$ cat src/design/nhp_pkg.sv
// ============================================================================
// nhp_pkg: shared definitions for the name hash placer
// Constants, configuration register indexes and state encodings.
// ============================================================================
`default_nettype none

package nhp_pkg;

    // Largest table in buckets, as log2
    localparam int TABLE_MAX_LOG2_DEF = 10;

    // Hash datapath
    localparam int HASH_W     = 32;
    localparam int CHAR_W     = 8;
    localparam int FOLD_SHIFT = 4;

    // Result fields
    localparam int BUCKET_W = 10;
    localparam int COUNT_W  = 11;
    localparam logic [COUNT_W-1:0] COUNT_MAX = COUNT_W'(1024);

    // Configuration port
    localparam int CFG_IDX_W  = 2;
    localparam int CFG_DATA_W = 32;
    localparam int TSL_W      = 4;

    localparam logic [HASH_W-1:0] STEP_SCALE_RST = HASH_W'(1);
    localparam logic [HASH_W-1:0] HASH_SEED_RST  = '0;
    localparam logic [TSL_W-1:0]  TSL_RST        = TSL_W'(1);

    typedef enum logic [CFG_IDX_W-1:0] {
        CFG_STEP_SCALE      = 2'd0,
        CFG_HASH_SEED       = 2'd1,
        CFG_TABLE_SIZE_LOG2 = 2'd2
    } cfg_index_t;

    // Front end sequencer
    typedef enum logic [1:0] {
        F_IDLE = 2'd0,
        F_ADD  = 2'd1,
        F_PUSH = 2'd2
    } front_state_t;

    // Back end sequencer
    typedef enum logic [1:0] {
        B_CLEAR = 2'd0,
        B_IDLE  = 2'd1,
        B_READ  = 2'd2,
        B_CHECK = 2'd3
    } back_state_t;

endpackage

`default_nettype wire

$ cat src/design/nhp_ram.sv
// ============================================================================
// nhp_ram: generic single write, single read RAM
// One write port and one read port, read data registered.
// ============================================================================
`default_nettype none

module nhp_ram #(
    parameter int WIDTH = 1,
    parameter int DEPTH = 1024
) (
    input  wire logic                     clk,
    input  wire logic                     we,
    input  wire logic [$clog2(DEPTH)-1:0] waddr,
    input  wire logic [WIDTH-1:0]         wdata,
    input  wire logic [$clog2(DEPTH)-1:0] raddr,
    output logic      [WIDTH-1:0]         rdata
);

    logic [WIDTH-1:0] mem [DEPTH];

    // Write port
    always_ff @(posedge clk)
    begin
        if (we)
        begin
            mem[waddr] <= wdata;
        end
    end

    // Registered read port
    always_ff @(posedge clk)
    begin
        rdata <= mem[raddr];
    end

endmodule

`default_nettype wire

$ cat src/design/nhp_front.sv
// ============================================================================
// nhp_front: character intake and hash
// Accepts characters and clear commands, updates the running hash and
// hands one job per completed name or clear to the job queue.
// ============================================================================
`default_nettype none

module nhp_front
    import nhp_pkg::*;
#(
    parameter int TABLE_MAX_LOG2 = TABLE_MAX_LOG2_DEF
) (
    input  wire logic                      clk,
    input  wire logic                      rst_n,
    input  wire logic                      in_valid,
    output logic                           in_ready,
    input  wire logic                      command,
    input  wire logic [CHAR_W-1:0]         character,
    input  wire logic                      last_char,
    input  wire logic [HASH_W-1:0]         step_scale,
    input  wire logic [HASH_W-1:0]         hash_seed,
    input  wire logic [TABLE_MAX_LOG2-1:0] slot_mask,
    output logic                           push_valid,
    input  wire logic                      push_ready,
    output logic                           push_clear,
    output logic [TABLE_MAX_LOG2-1:0]      push_home
);

    front_state_t              state_reg, state_next;
    logic [HASH_W-1:0]         hash_reg, hash_next;
    logic [HASH_W-1:0]         product_reg, product_next;
    logic [CHAR_W-1:0]         char_reg, char_next;
    logic                      last_reg, last_next;
    logic                      clear_reg, clear_next;
    logic [TABLE_MAX_LOG2-1:0] home_reg, home_next;
    logic [HASH_W-1:0]         sum;
    logic [HASH_W-1:0]         folded;

    // Control state
    always_ff @(posedge clk or negedge rst_n)
    begin
        if (!rst_n)
        begin
            state_reg <= F_IDLE;
            hash_reg  <= '0;
        end
        else
        begin
            state_reg <= state_next;
            hash_reg  <= hash_next;
        end
    end

    // Datapath registers
    always_ff @(posedge clk)
    begin
        product_reg <= product_next;
        char_reg    <= char_next;
        last_reg    <= last_next;
        clear_reg   <= clear_next;
        home_reg    <= home_next;
    end

    // Hash update and fold: sign-extended char added after the product
    assign sum    = product_reg + hash_seed + {{(HASH_W-CHAR_W){char_reg[CHAR_W-1]}}, char_reg};
    assign folded = sum ^ (sum >> FOLD_SHIFT);

    assign push_clear = clear_reg;
    assign push_home  = home_reg;

    // Sequencer
    always_comb
    begin
        state_next   = state_reg;
        hash_next    = hash_reg;
        product_next = product_reg;
        char_next    = char_reg;
        last_next    = last_reg;
        clear_next   = clear_reg;
        home_next    = home_reg;
        in_ready     = 1'b0;
        push_valid   = 1'b0;

        unique case (state_reg)
            F_IDLE:
            begin
                in_ready = 1'b1;
                if (in_valid)
                begin
                    if (command)
                    begin
                        hash_next  = '0;
                        clear_next = 1'b1;
                        home_next  = '0;
                        state_next = F_PUSH;
                    end
                    else
                    begin
                        product_next = hash_reg * step_scale;
                        char_next    = character;
                        last_next    = last_char;
                        state_next   = F_ADD;
                    end
                end
            end
            F_ADD:
            begin
                if (last_reg)
                begin
                    hash_next  = '0;
                    clear_next = 1'b0;
                    home_next  = folded[TABLE_MAX_LOG2-1:0] & slot_mask;
                    state_next = F_PUSH;
                end
                else
                begin
                    hash_next  = sum;
                    state_next = F_IDLE;
                end
            end
            F_PUSH:
            begin
                push_valid = 1'b1;
                if (push_ready)
                begin
                    state_next = F_IDLE;
                end
            end
            default:
            begin
                state_next = F_IDLE;
            end
        endcase
    end

endmodule

`default_nettype wire

$ cat src/design/nhp_queue.sv
// ============================================================================
// nhp_queue: two-entry job queue
// Decouples the hash front end from the probing back end.
// ============================================================================
`default_nettype none

module nhp_queue #(
    parameter int WIDTH = 11
) (
    input  wire logic             clk,
    input  wire logic             rst_n,
    input  wire logic             push_valid,
    output logic                  push_ready,
    input  wire logic [WIDTH-1:0] push_data,
    output logic                  pop_valid,
    input  wire logic             pop,
    output logic      [WIDTH-1:0] pop_data
);

    logic [WIDTH-1:0] entry_reg [2];
    logic             wr_ptr_reg;
    logic             rd_ptr_reg;
    logic [1:0]       fill_reg;
    logic             do_push;
    logic             do_pop;

    assign push_ready = (fill_reg != 2'd2);
    assign pop_valid  = (fill_reg != 2'd0);
    assign pop_data   = entry_reg[rd_ptr_reg];
    assign do_push    = push_valid && push_ready;
    assign do_pop     = pop && pop_valid;

    // Pointers and fill level
    always_ff @(posedge clk or negedge rst_n)
    begin
        if (!rst_n)
        begin
            wr_ptr_reg <= 1'b0;
            rd_ptr_reg <= 1'b0;
            fill_reg   <= 2'd0;
        end
        else
        begin
            if (do_push)
            begin
                wr_ptr_reg <= !wr_ptr_reg;
            end
            if (do_pop)
            begin
                rd_ptr_reg <= !rd_ptr_reg;
            end
            if (do_push && !do_pop)
            begin
                fill_reg <= fill_reg + 2'd1;
            end
            else if (do_pop && !do_push)
            begin
                fill_reg <= fill_reg - 2'd1;
            end
        end
    end

    // Storage
    always_ff @(posedge clk)
    begin
        if (do_push)
        begin
            entry_reg[wr_ptr_reg] <= push_data;
        end
    end

endmodule

`default_nettype wire

$ cat src/design/nhp_back.sv
// ============================================================================
// nhp_back: bitmap probing and result output
// Clears the occupancy bitmap, probes linearly from the home bucket with a
// read and a check per bucket, marks a free one taken and holds the result.
// ============================================================================
`default_nettype none

module nhp_back
    import nhp_pkg::*;
#(
    parameter int TABLE_MAX_LOG2 = TABLE_MAX_LOG2_DEF
) (
    input  wire logic                      clk,
    input  wire logic                      rst_n,
    input  wire logic [TABLE_MAX_LOG2-1:0] slot_mask,
    input  wire logic                      job_valid,
    output logic                           job_pop,
    input  wire logic                      job_clear,
    input  wire logic [TABLE_MAX_LOG2-1:0] job_home,
    output logic                           out_valid,
    input  wire logic                      out_ready,
    output logic [BUCKET_W-1:0]            bucket,
    output logic                           collided,
    output logic                           table_full,
    output logic [COUNT_W-1:0]             collision_count
);

    localparam int SLOTS = 1 << TABLE_MAX_LOG2;

    back_state_t               state_reg, state_next;
    logic [TABLE_MAX_LOG2-1:0] addr_reg, addr_next;
    logic [TABLE_MAX_LOG2-1:0] probe_reg, probe_next;
    logic                      hit_reg, hit_next;
    logic [COUNT_W-1:0]        ccount_reg, ccount_next;
    logic                      out_valid_reg, out_valid_next;
    logic [BUCKET_W-1:0]       bucket_reg, bucket_next;
    logic                      coll_out_reg, coll_out_next;
    logic                      full_reg, full_next;
    logic [COUNT_W-1:0]        count_out_reg, count_out_next;
    logic                      mem_we;
    logic [0:0]                mem_wdata;
    logic [0:0]                mem_rdata;
    logic                      coll_now;
    logic [COUNT_W-1:0]        ccount_inc;
    logic                      can_out;

    // Occupancy bitmap
    nhp_ram #(
        .WIDTH (1),
        .DEPTH (SLOTS)
    ) u_bitmap (
        .clk   (clk),
        .we    (mem_we),
        .waddr (addr_reg),
        .wdata (mem_wdata),
        .raddr (addr_reg),
        .rdata (mem_rdata)
    );

    // Control state
    always_ff @(posedge clk or negedge rst_n)
    begin
        if (!rst_n)
        begin
            state_reg     <= B_CLEAR;
            addr_reg      <= '0;
            probe_reg     <= '0;
            ccount_reg    <= '0;
            out_valid_reg <= 1'b0;
        end
        else
        begin
            state_reg     <= state_next;
            addr_reg      <= addr_next;
            probe_reg     <= probe_next;
            ccount_reg    <= ccount_next;
            out_valid_reg <= out_valid_next;
        end
    end

    // Result payload
    always_ff @(posedge clk)
    begin
        hit_reg       <= hit_next;
        bucket_reg    <= bucket_next;
        coll_out_reg  <= coll_out_next;
        full_reg      <= full_next;
        count_out_reg <= count_out_next;
    end

    // Home bucket occupancy is seen on the first probe only
    assign coll_now   = (probe_reg == '0) ? mem_rdata[0] : hit_reg;
    assign ccount_inc = (coll_now && (ccount_reg < COUNT_MAX)) ?
                        ccount_reg + COUNT_W'(1) : ccount_reg;
    assign can_out    = !out_valid_reg || out_ready;

    assign out_valid       = out_valid_reg;
    assign bucket          = bucket_reg;
    assign collided        = coll_out_reg;
    assign table_full      = full_reg;
    assign collision_count = count_out_reg;

    // Sequencer
    always_comb
    begin
        state_next     = state_reg;
        addr_next      = addr_reg;
        probe_next     = probe_reg;
        hit_next       = hit_reg;
        ccount_next    = ccount_reg;
        out_valid_next = out_valid_reg && !out_ready;
        bucket_next    = bucket_reg;
        coll_out_next  = coll_out_reg;
        full_next      = full_reg;
        count_out_next = count_out_reg;
        job_pop        = 1'b0;
        mem_we         = 1'b0;
        mem_wdata      = 1'b0;

        unique case (state_reg)
            B_CLEAR:
            begin
                mem_we    = 1'b1;
                addr_next = addr_reg + TABLE_MAX_LOG2'(1);
                if (addr_reg == '1)
                begin
                    state_next = B_IDLE;
                end
            end
            B_IDLE:
            begin
                if (job_valid)
                begin
                    job_pop = 1'b1;
                    if (job_clear)
                    begin
                        ccount_next = '0;
                        addr_next   = '0;
                        state_next  = B_CLEAR;
                    end
                    else
                    begin
                        addr_next  = job_home;
                        probe_next = '0;
                        state_next = B_READ;
                    end
                end
            end
            B_READ:
            begin
                state_next = B_CHECK;
            end
            B_CHECK:
            begin
                hit_next = coll_now;
                if (!mem_rdata[0] || (probe_reg == slot_mask))
                begin
                    // Free bucket found or every bucket tried
                    if (can_out)
                    begin
                        out_valid_next = 1'b1;
                        full_next      = mem_rdata[0];
                        bucket_next    = mem_rdata[0] ? '0 : BUCKET_W'(addr_reg);
                        coll_out_next  = coll_now;
                        count_out_next = ccount_inc;
                        ccount_next    = ccount_inc;
                        mem_we         = !mem_rdata[0];
                        mem_wdata      = 1'b1;
                        state_next     = B_IDLE;
                    end
                end
                else
                begin
                    addr_next  = (addr_reg + TABLE_MAX_LOG2'(1)) & slot_mask;
                    probe_next = probe_reg + TABLE_MAX_LOG2'(1);
                    state_next = B_READ;
                end
            end
            default:
            begin
                state_next = B_IDLE;
            end
        endcase
    end

endmodule

`default_nettype wire

$ cat src/design/name_hash_linear_probe_placer.sv
// ============================================================================
// name_hash_linear_probe_placer: multiplicative name hash with linear probing
// Hashes a name one character per transfer and places it in an occupancy
// bitmap, reporting bucket, collision and running collision count.
// ============================================================================
//
// Channel   Signals                                   Direction
// -------   ---------------------------------------   ---------
// in        in_valid/in_ready, command, character,    sink
//           last_char
// out       out_valid/out_ready, bucket, collided,    source
//           table_full, collision_count
// cfg       cfg_valid/cfg_ready, cfg_index, cfg_data  sink
//
// Front end: multiply, then add, for each character; a last character or
// clear then waits in the push state while the job queue is full.
// Back end: dispatch, then read and check states per bucket (registered
// read), up to 2^table_size_log2 buckets, saturated at 2^TABLE_MAX_LOG2.
// Reset and each clear start a pass over all 2^TABLE_MAX_LOG2 bitmap bits.
// A stalled result holds the back end; input runs on until the queue fills.
// ============================================================================
`default_nettype none

module name_hash_linear_probe_placer
    import nhp_pkg::*;
#(
    parameter int TABLE_MAX_LOG2 = TABLE_MAX_LOG2_DEF
) (
    input  wire logic                  clk,
    input  wire logic                  rst_n,
    input  wire logic                  in_valid,
    output logic                       in_ready,
    input  wire logic                  command,
    input  wire logic [CHAR_W-1:0]     character,
    input  wire logic                  last_char,
    output logic                       out_valid,
    input  wire logic                  out_ready,
    output logic [BUCKET_W-1:0]        bucket,
    output logic                       collided,
    output logic                       table_full,
    output logic [COUNT_W-1:0]         collision_count,
    input  wire logic                  cfg_valid,
    output logic                       cfg_ready,
    input  wire logic [CFG_IDX_W-1:0]  cfg_index,
    input  wire logic [CFG_DATA_W-1:0] cfg_data
);

    logic [HASH_W-1:0]         step_scale_reg;
    logic [HASH_W-1:0]         hash_seed_reg;
    logic [TSL_W-1:0]          table_size_log2_reg;
    logic [TABLE_MAX_LOG2-1:0] slot_mask;
    logic                      push_valid;
    logic                      push_ready;
    logic                      push_clear;
    logic [TABLE_MAX_LOG2-1:0] push_home;
    logic                      job_valid;
    logic                      job_pop;
    logic [TABLE_MAX_LOG2:0]   job_data;

    assign cfg_ready = 1'b1;

    // Configuration registers
    always_ff @(posedge clk or negedge rst_n)
    begin
        if (!rst_n)
        begin
            step_scale_reg      <= STEP_SCALE_RST;
            hash_seed_reg       <= HASH_SEED_RST;
            table_size_log2_reg <= TSL_RST;
        end
        else if (cfg_valid)
        begin
            unique case (cfg_index)
                CFG_STEP_SCALE:      step_scale_reg      <= cfg_data;
                CFG_HASH_SEED:       hash_seed_reg       <= cfg_data;
                CFG_TABLE_SIZE_LOG2: table_size_log2_reg <= cfg_data[TSL_W-1:0];
                default:             ;
            endcase
        end
    end

    // Active bucket mask, size saturates at the table maximum
    assign slot_mask = (32'(table_size_log2_reg) > TABLE_MAX_LOG2) ? '1 :
                       ~({TABLE_MAX_LOG2{1'b1}} << table_size_log2_reg);

    nhp_front #(
        .TABLE_MAX_LOG2 (TABLE_MAX_LOG2)
    ) u_front (
        .clk        (clk),
        .rst_n      (rst_n),
        .in_valid   (in_valid),
        .in_ready   (in_ready),
        .command    (command),
        .character  (character),
        .last_char  (last_char),
        .step_scale (step_scale_reg),
        .hash_seed  (hash_seed_reg),
        .slot_mask  (slot_mask),
        .push_valid (push_valid),
        .push_ready (push_ready),
        .push_clear (push_clear),
        .push_home  (push_home)
    );

    nhp_queue #(
        .WIDTH (TABLE_MAX_LOG2 + 1)
    ) u_queue (
        .clk        (clk),
        .rst_n      (rst_n),
        .push_valid (push_valid),
        .push_ready (push_ready),
        .push_data  ({push_clear, push_home}),
        .pop_valid  (job_valid),
        .pop        (job_pop),
        .pop_data   (job_data)
    );

    nhp_back #(
        .TABLE_MAX_LOG2 (TABLE_MAX_LOG2)
    ) u_back (
        .clk             (clk),
        .rst_n           (rst_n),
        .slot_mask       (slot_mask),
        .job_valid       (job_valid),
        .job_pop         (job_pop),
        .job_clear       (job_data[TABLE_MAX_LOG2]),
        .job_home        (job_data[TABLE_MAX_LOG2-1:0]),
        .out_valid       (out_valid),
        .out_ready       (out_ready),
        .bucket          (bucket),
        .collided        (collided),
        .table_full      (table_full),
        .collision_count (collision_count)
    );

endmodule

`default_nettype wire

$ cat config.mk
export PLATFORM = sky130hd
export DESIGN_NAME = name_hash_linear_probe_placer
export DESIGN_NICKNAME = d
export VERILOG_FILES = /design/src/design/nhp_pkg.sv /design/src/design/nhp_ram.sv /design/src/design/nhp_front.sv /design/src/design/nhp_queue.sv /design/src/design/nhp_back.sv /design/src/design/name_hash_linear_probe_placer.sv
export SDC_FILE = /design/constraint.sdc
export NUM_CORES = 2
export LEC_CHECK = 0
export BUFFER_PORTS_ARGS = -buffer_cell sky130_fd_sc_hd__buf_2
export CORE_UTILIZATION = 50
export CTS_CLUSTER_DIAMETER = 200
export DETAILED_ROUTE_END_ITERATION = 12
export GPL_ROUTABILITY_DRIVEN = 0
export MAX_ROUTING_LAYER = met4
export PLACE_DENSITY = 0.71
export SYNTH_ARGS = -nofsm -noshare
export SYNTH_HDL_FRONTEND = slang
export SYNTH_SLANG_ARGS = --single-unit
$ cat constraint.sdc
create_clock -name clk -period 87.6 [get_ports clk]
set_clock_uncertainty 0.1 [all_clocks]
set_input_delay 17.52 -clock clk [delete_from_list [all_inputs] [get_ports clk]]
set_output_delay 17.52 -clock clk [all_outputs]
set_load 0.02 [all_outputs]
## Word-level counts from Yosys, hierarchy flattened

Memory sizes are Yosys's and may differ from the RTL's. A register that Yosys moved wholly into a read port is not among the register bits.
Index checks and enable logic that the tools add are counted.

- $add $sub $neg: 7
- Multipliers: 1
- Order comparisons: 2
- Eq/ne operators: 22
- Shift operators: 1
- Mux-type cells: 58
- Bitwise operators: 5
- Reductions and logical operators: 36

Operator list:

| operator | number |
|---|---|
| two-way mux 10 bit | 10 |
| two-way mux 32 bit | 3 |
| adder 32 bit | 2 |
| one-hot mux 32 bit (2 select lines) | 1 |
| two-way mux 11 bit | 5 |
| one-hot mux 10 bit (2 select lines) | 2 |
| multiplier 32 x 32 -> 32 bit | 1 |
| one-hot mux 10 bit (3 select lines) | 1 |
| two-way mux 2 bit | 11 |
| one-hot mux 11 bit (2 select lines) | 1 |
| adder 10 x 1 -> 10 bit, second input constant | 2 |
| bitwise AND 10 bit | 2 |
| two-way mux 1 bit | 20 |
| AND reduction 3 bit | 5 |
| != test 2 bit, second input constant | 7 |
| adder 11 x 1 -> 11 bit, second input constant | 1 |
| < comparator 11 bit, second input constant | 1 |
| equality test 10 bit | 1 |
| equality test 10 bit, second input constant | 1 |
| zero test 10 bit | 1 |
| != test 2 x 1 -> 1 bit, second input constant | 5 |
| inverter 10 bit | 1 |
| << shifter 10 x 4 -> 10 bit, first input constant | 1 |
| XOR 10 bit | 1 |
| other kinds (19) | 46 |

- Register bits: 216
- Memory bits (writable): 1,046
- Input port bits: 49
- Output and inout bits: 26
- Memories: 2

Memory list:

| memory | words | bits a word | read ports | clocked after memory_dff | wr ports | RTL line | text |
|---|---|---|---|---|---|---|---|
| u_back.u_bitmap.mem | 1,024 | 1 | 1 | 1 | 1 | nhp_ram.sv:19 | `logic [WIDTH-1:0] mem [DEPTH];` |
| u_queue.entry_reg | 2 | 11 | 1 | 0 | 1 | nhp_queue.sv:20 | `logic [WIDTH-1:0] entry_reg [2];` |

## Depth between registers and ports, before layout

- Depth after elaboration: 9
- Mapped depth: 21
- Mapped depth without buffers: 20

## By module

Synthesis repeated with hierarchy kept, for this count alone.

- Cell total of the unflattened synthesis: 4,198
- Area, all modules: 57,316.2 um2

Modules (own cells, without submodules):

| module | instances | cells each | area an instance (um2) | sequential area each (um2) |
|---|---|---|---|---|
| nhp_ram | 1 | 3,112 | 44,656.6 | 30,769.5 |
| nhp_front | 1 | 549 | 5,726.7 | 1,421.4 |
| nhp_back | 1 | 325 | 3,265.6 | 1,571.5 |
| name_hash_linear_probe_placer | 1 | 160 | 2,663.8 | 1,704.1 |
| nhp_queue | 1 | 52 | 1,003.5 | 760.7 |

## Least setup slack after synthesis

OpenSTA, ideal clock, no wires.

- Kind: input-to-reg
- Start point: input out_ready
- End point: memory u_back.u_bitmap.mem[0] (data pin)
- Setup time: 4.966 ns
- Arrival time: 41.091 ns
- Setup slack: 41.443 ns
- Stages on the path: 2
- Cells stage by stage: nor2b_1 -> nor2_1

- Longest elaborated chain between the ends: 4

Ends and longest elaborated chain:

| item | RTL line | text |
|---|---|---|
| from (decl) | name_hash_linear_probe_placer.sv:37 | `input wire logic out_ready,` |
| logical OR 1 bit | nhp_back.sv:95 | `assign can_out = !out_valid_reg \|\| out_ready;` |
| two-way mux 1 bit | nhp_back.sv:159 | `if (can_out)` |
| two-way mux 1 bit | nhp_back.sv:156 | `if (!mem_rdata[0] \|\| (probe_reg == slot_mask))` |
| two-way mux 1 bit | nhp_back.sv:120 | `unique case (state_reg)` |
| net u_back.mem_wdata | nhp_back.sv:41 | `logic [0:0] mem_wdata;` |
| to (decl) | nhp_ram.sv:19 |  |

The timed path passes the listed nets, and every way through them passes these cells.

## Worst setup path after layout

- Start point: input out_ready
- End point: memory u_back.u_bitmap.mem[821] (data pin)

The elaborated chain is that of the path after synthesis.

==> impl_metrics.csv <==
group,metric,value,unit
clocking,clk_latency,730,ps
floorplan,rows,121,
floorplan,pin_count,75,
min_path,hold_class,"flop to flop",
timing,rsz0062_at_grt,"no",
critical_path,cpLargestDelayFamily,"buffers and inverters",
floorplan,die_x,335,µm
clocking,cts_buffers,119,
finish,fillCellCount,8868,
logic_synthesis,synth_cell_type_count,87,
power_and_ir_drop,ir_worst_vdd,0.0000398,V
clocking,clockRootBuffer,"clkbuf_16",
clocking,cts.repair.resized,0,
clocking,cts_tree,"done",
clocking,postCtsSetupRepairBufs,0,
grt,grt.total_usage,27.2,%
logic_synthesis,synth_edf_count,1104,
status,status,"complete, no violations",
grt,grt_max_degree,299,
timing,period_needed,21470,ps
critical_path,cp_cell_sequence,"buf_2 > nor2b_1 > nor2_4 > buf_12 > buf_4 > buf_4",
critical_path,critPathLaunchType,"input pin",
detailed_routing,ant_nets,0,
logic_synthesis,ys_warn_count,0,
clocking,cts_buffer_depth,3,
power_and_ir_drop,power.density,22.1,mW/mm²
detailed_routing,num_vias,35400,
timing,slew_headroom,12.1,%
detailed_routing,viasPerCell,6.16,
floorplan,die_area,0.112,mm²
critical_path,worst_ep_required_time,87860,ps
detailed_routing,drt_iter0_drc,4598,
logic_synthesis,synth.top_cell.area_share,59.7,%
timing,final-setup-viol-count,0,
logic_synthesis,synthTopCellsByArea,"edfxtp_1, nor2_1, mux2i_1",
detailed_routing,finalWirelength,150000,µm
critical_path,arrival,21730,ps
critical_path,cp_slowest_cell,"nor2_4",
detailed_routing,first_pass_iters,6,
finish,syn_to_final_growth,8.97,%
finish,largest_reg_flops,1024,
placement,hpwl,83500,µm
clocking,htree_levels,3,
timing,totalNegativeSetupSlack,0,ps
floorplan,core_area,0.109,mm²
logic_synthesis,ys_ff_latch,1191,
timing,clock.fmax,0.0466,GHz
detailed_routing,wl_per_cell,26.1,µm
logic_synthesis,yosysMostFrequentCell,"nor2_1",
timing,hold_viol,0,
timing,maxSlewViolCount,0,
logic_synthesis,async_reset_ff_share,7.22,%
logic_synthesis,synth-main-ff-cell,"edfxtp_1",
logic_synthesis,ys_seq_area_share,63.6,%
finish,post-route-util,55.3,%
clocking,cts_hold_buf,0,
critical_path,cp_num_buf_inv,4,
logic_synthesis,synth_top_area_cell,"edfxtp_1",
detailed_routing,drc,0,
grt,grt_overflow_total,0,
clocking,clkSinkCount,1191,
floorplan,initial_utilization,50.7,%
timing,min_period_over_period,24.5,%
clocking,path_clk_slew,60,ps
critical_path,critical_path.max_fanout,298,
grt,grt_pass1_wl,218000,µm
grt,antenna_found_initial,0,
logic_synthesis,syn_area_per_cell,13.1,µm²
placement,portBuffers,55,
logic_synthesis,synth_fp_nets,4447,
finish,fin_nets,4352,
logic_synthesis,syn_inst,4253,
timing,worst_pin_slew,1320,ps
logic_synthesis,synth_area,0.0555,mm²
power_and_ir_drop,leakagePower,0.0193,µW
critical_path,cp-end-kind,"flop",
grt,grt_pass1_vias,33900,
floorplan,die_h,335,µm
critical_path,crit_top_cell,"buf_4",
logic_synthesis,netlist_top_cells_count,"nor2_1, edfxtp_1, mux2i_1",
critical_path,path_class,"input pin to flop",
critical_path,cpPeakStageDelay,990,ps
job,max_cap_viol_count,0,
finish,drive_gt1_share,11.8,%
==> per-layer routing <==
metal / track usage, % / routed length [µm] / vias to the layer above
met5: - / 0 / -
met4: 10.1 / 6320 / 0
met3: 4.06 / 15200 / 424
met2: 43.2 / 71500 / 1941
met1: 35.7 / 57000 / 17900
li1: - / - / 15100
==> final timing paths <==
check,from,slack (ps),depth (start not counted),to
worst max register to register,table_size_log2_reg[1]$_DFFE_PN0P_,80800,10,u_back.u_bitmap.mem[821]$_DFFE_PP_
worst max-delay path,out_ready,66130,6,u_back.u_bitmap.mem[821]$_DFFE_PP_
min in group asynchronous,rst_n,16590,1,hash_seed_reg[13]$_DFFE_PN0P_
max in group asynchronous,rst_n,69540,2,u_back.addr_reg[0]$_DFFE_PN0P_
worst min register to register,u_front.push_home[8]$_SDFFCE_PN0P_,350,0,u_queue.entry_reg[1][8]$_DFFE_PP_
worst min-delay path,u_front.push_home[8]$_SDFFCE_PN0P_,350,0,u_queue.entry_reg[1][8]$_DFFE_PP_
==> layout make-up <==
cell class | instances | area (µm²) | share of cell area [%]
inverters | 89 | 334 | 0.552
diodes | 1 | 2.50 | 0.00414
flip-flops and latches | 1191 | 35300 | 58.4
clock inverters | 71 | 572 | 0.945
repair buffers | 138 | 926 | 1.53
multi-input cells | 2619 | 18300 | 30.3
well taps | 1476 | 1850 | 3.05
clock buffers | 152 | 3140 | 5.20
==> placed cells by master, fill, tap and decap left out, types with 33 or more instances in the layout <==
master and n:
a21oi_1 44, and2_1 70, buf_2 54, buf_4 82, clkbuf_16 120, dfrtp_1 79, edfxtp_1 1104, fa_1 69
ha_1 76, inv_1 89, mux2_2 39, mux2i_1 345, mux4_2 98, nand2_1 118, nand3_1 33, nor2_1 1113
nor3_1 35, o21ai_0 50, o22ai_1 125, xnor2_1 69
==> per-stage QoR <==
stage	std cells	hold slack (ps)	instance area, µm²	setup slack [ps]	power [µW]
after floorplan	4253	321	55500	41440	805
after global placement	5513	323	56800	65730	854
after detailed placement	5513	331	56800	65550	860
after CTS	5736	345	60500	66300	1340
after global routing	5736	348	60500	65810	1390
final	5737	347	60500	66130	1340
==> kinds of logic after synthesis <==
kind of cell	share of synthesized area, %
xor gates and xnor gates	1.29
AOI/OAI and AO/OA	4.54
and+or+nand+nor	11.7
DFF	63.6
other	0.00676
adders and majority gates	4.20
muxes	11.0
buffers and inverters	3.65
==> power breakdown <==
part	internal [µW]	switching, µW	total (µW)
Clock	274	218	491
Sequential	631	16.5	648
Combinational	88.6	111	200
Total	993	345	1340
(Power assumes the default switching activity.)
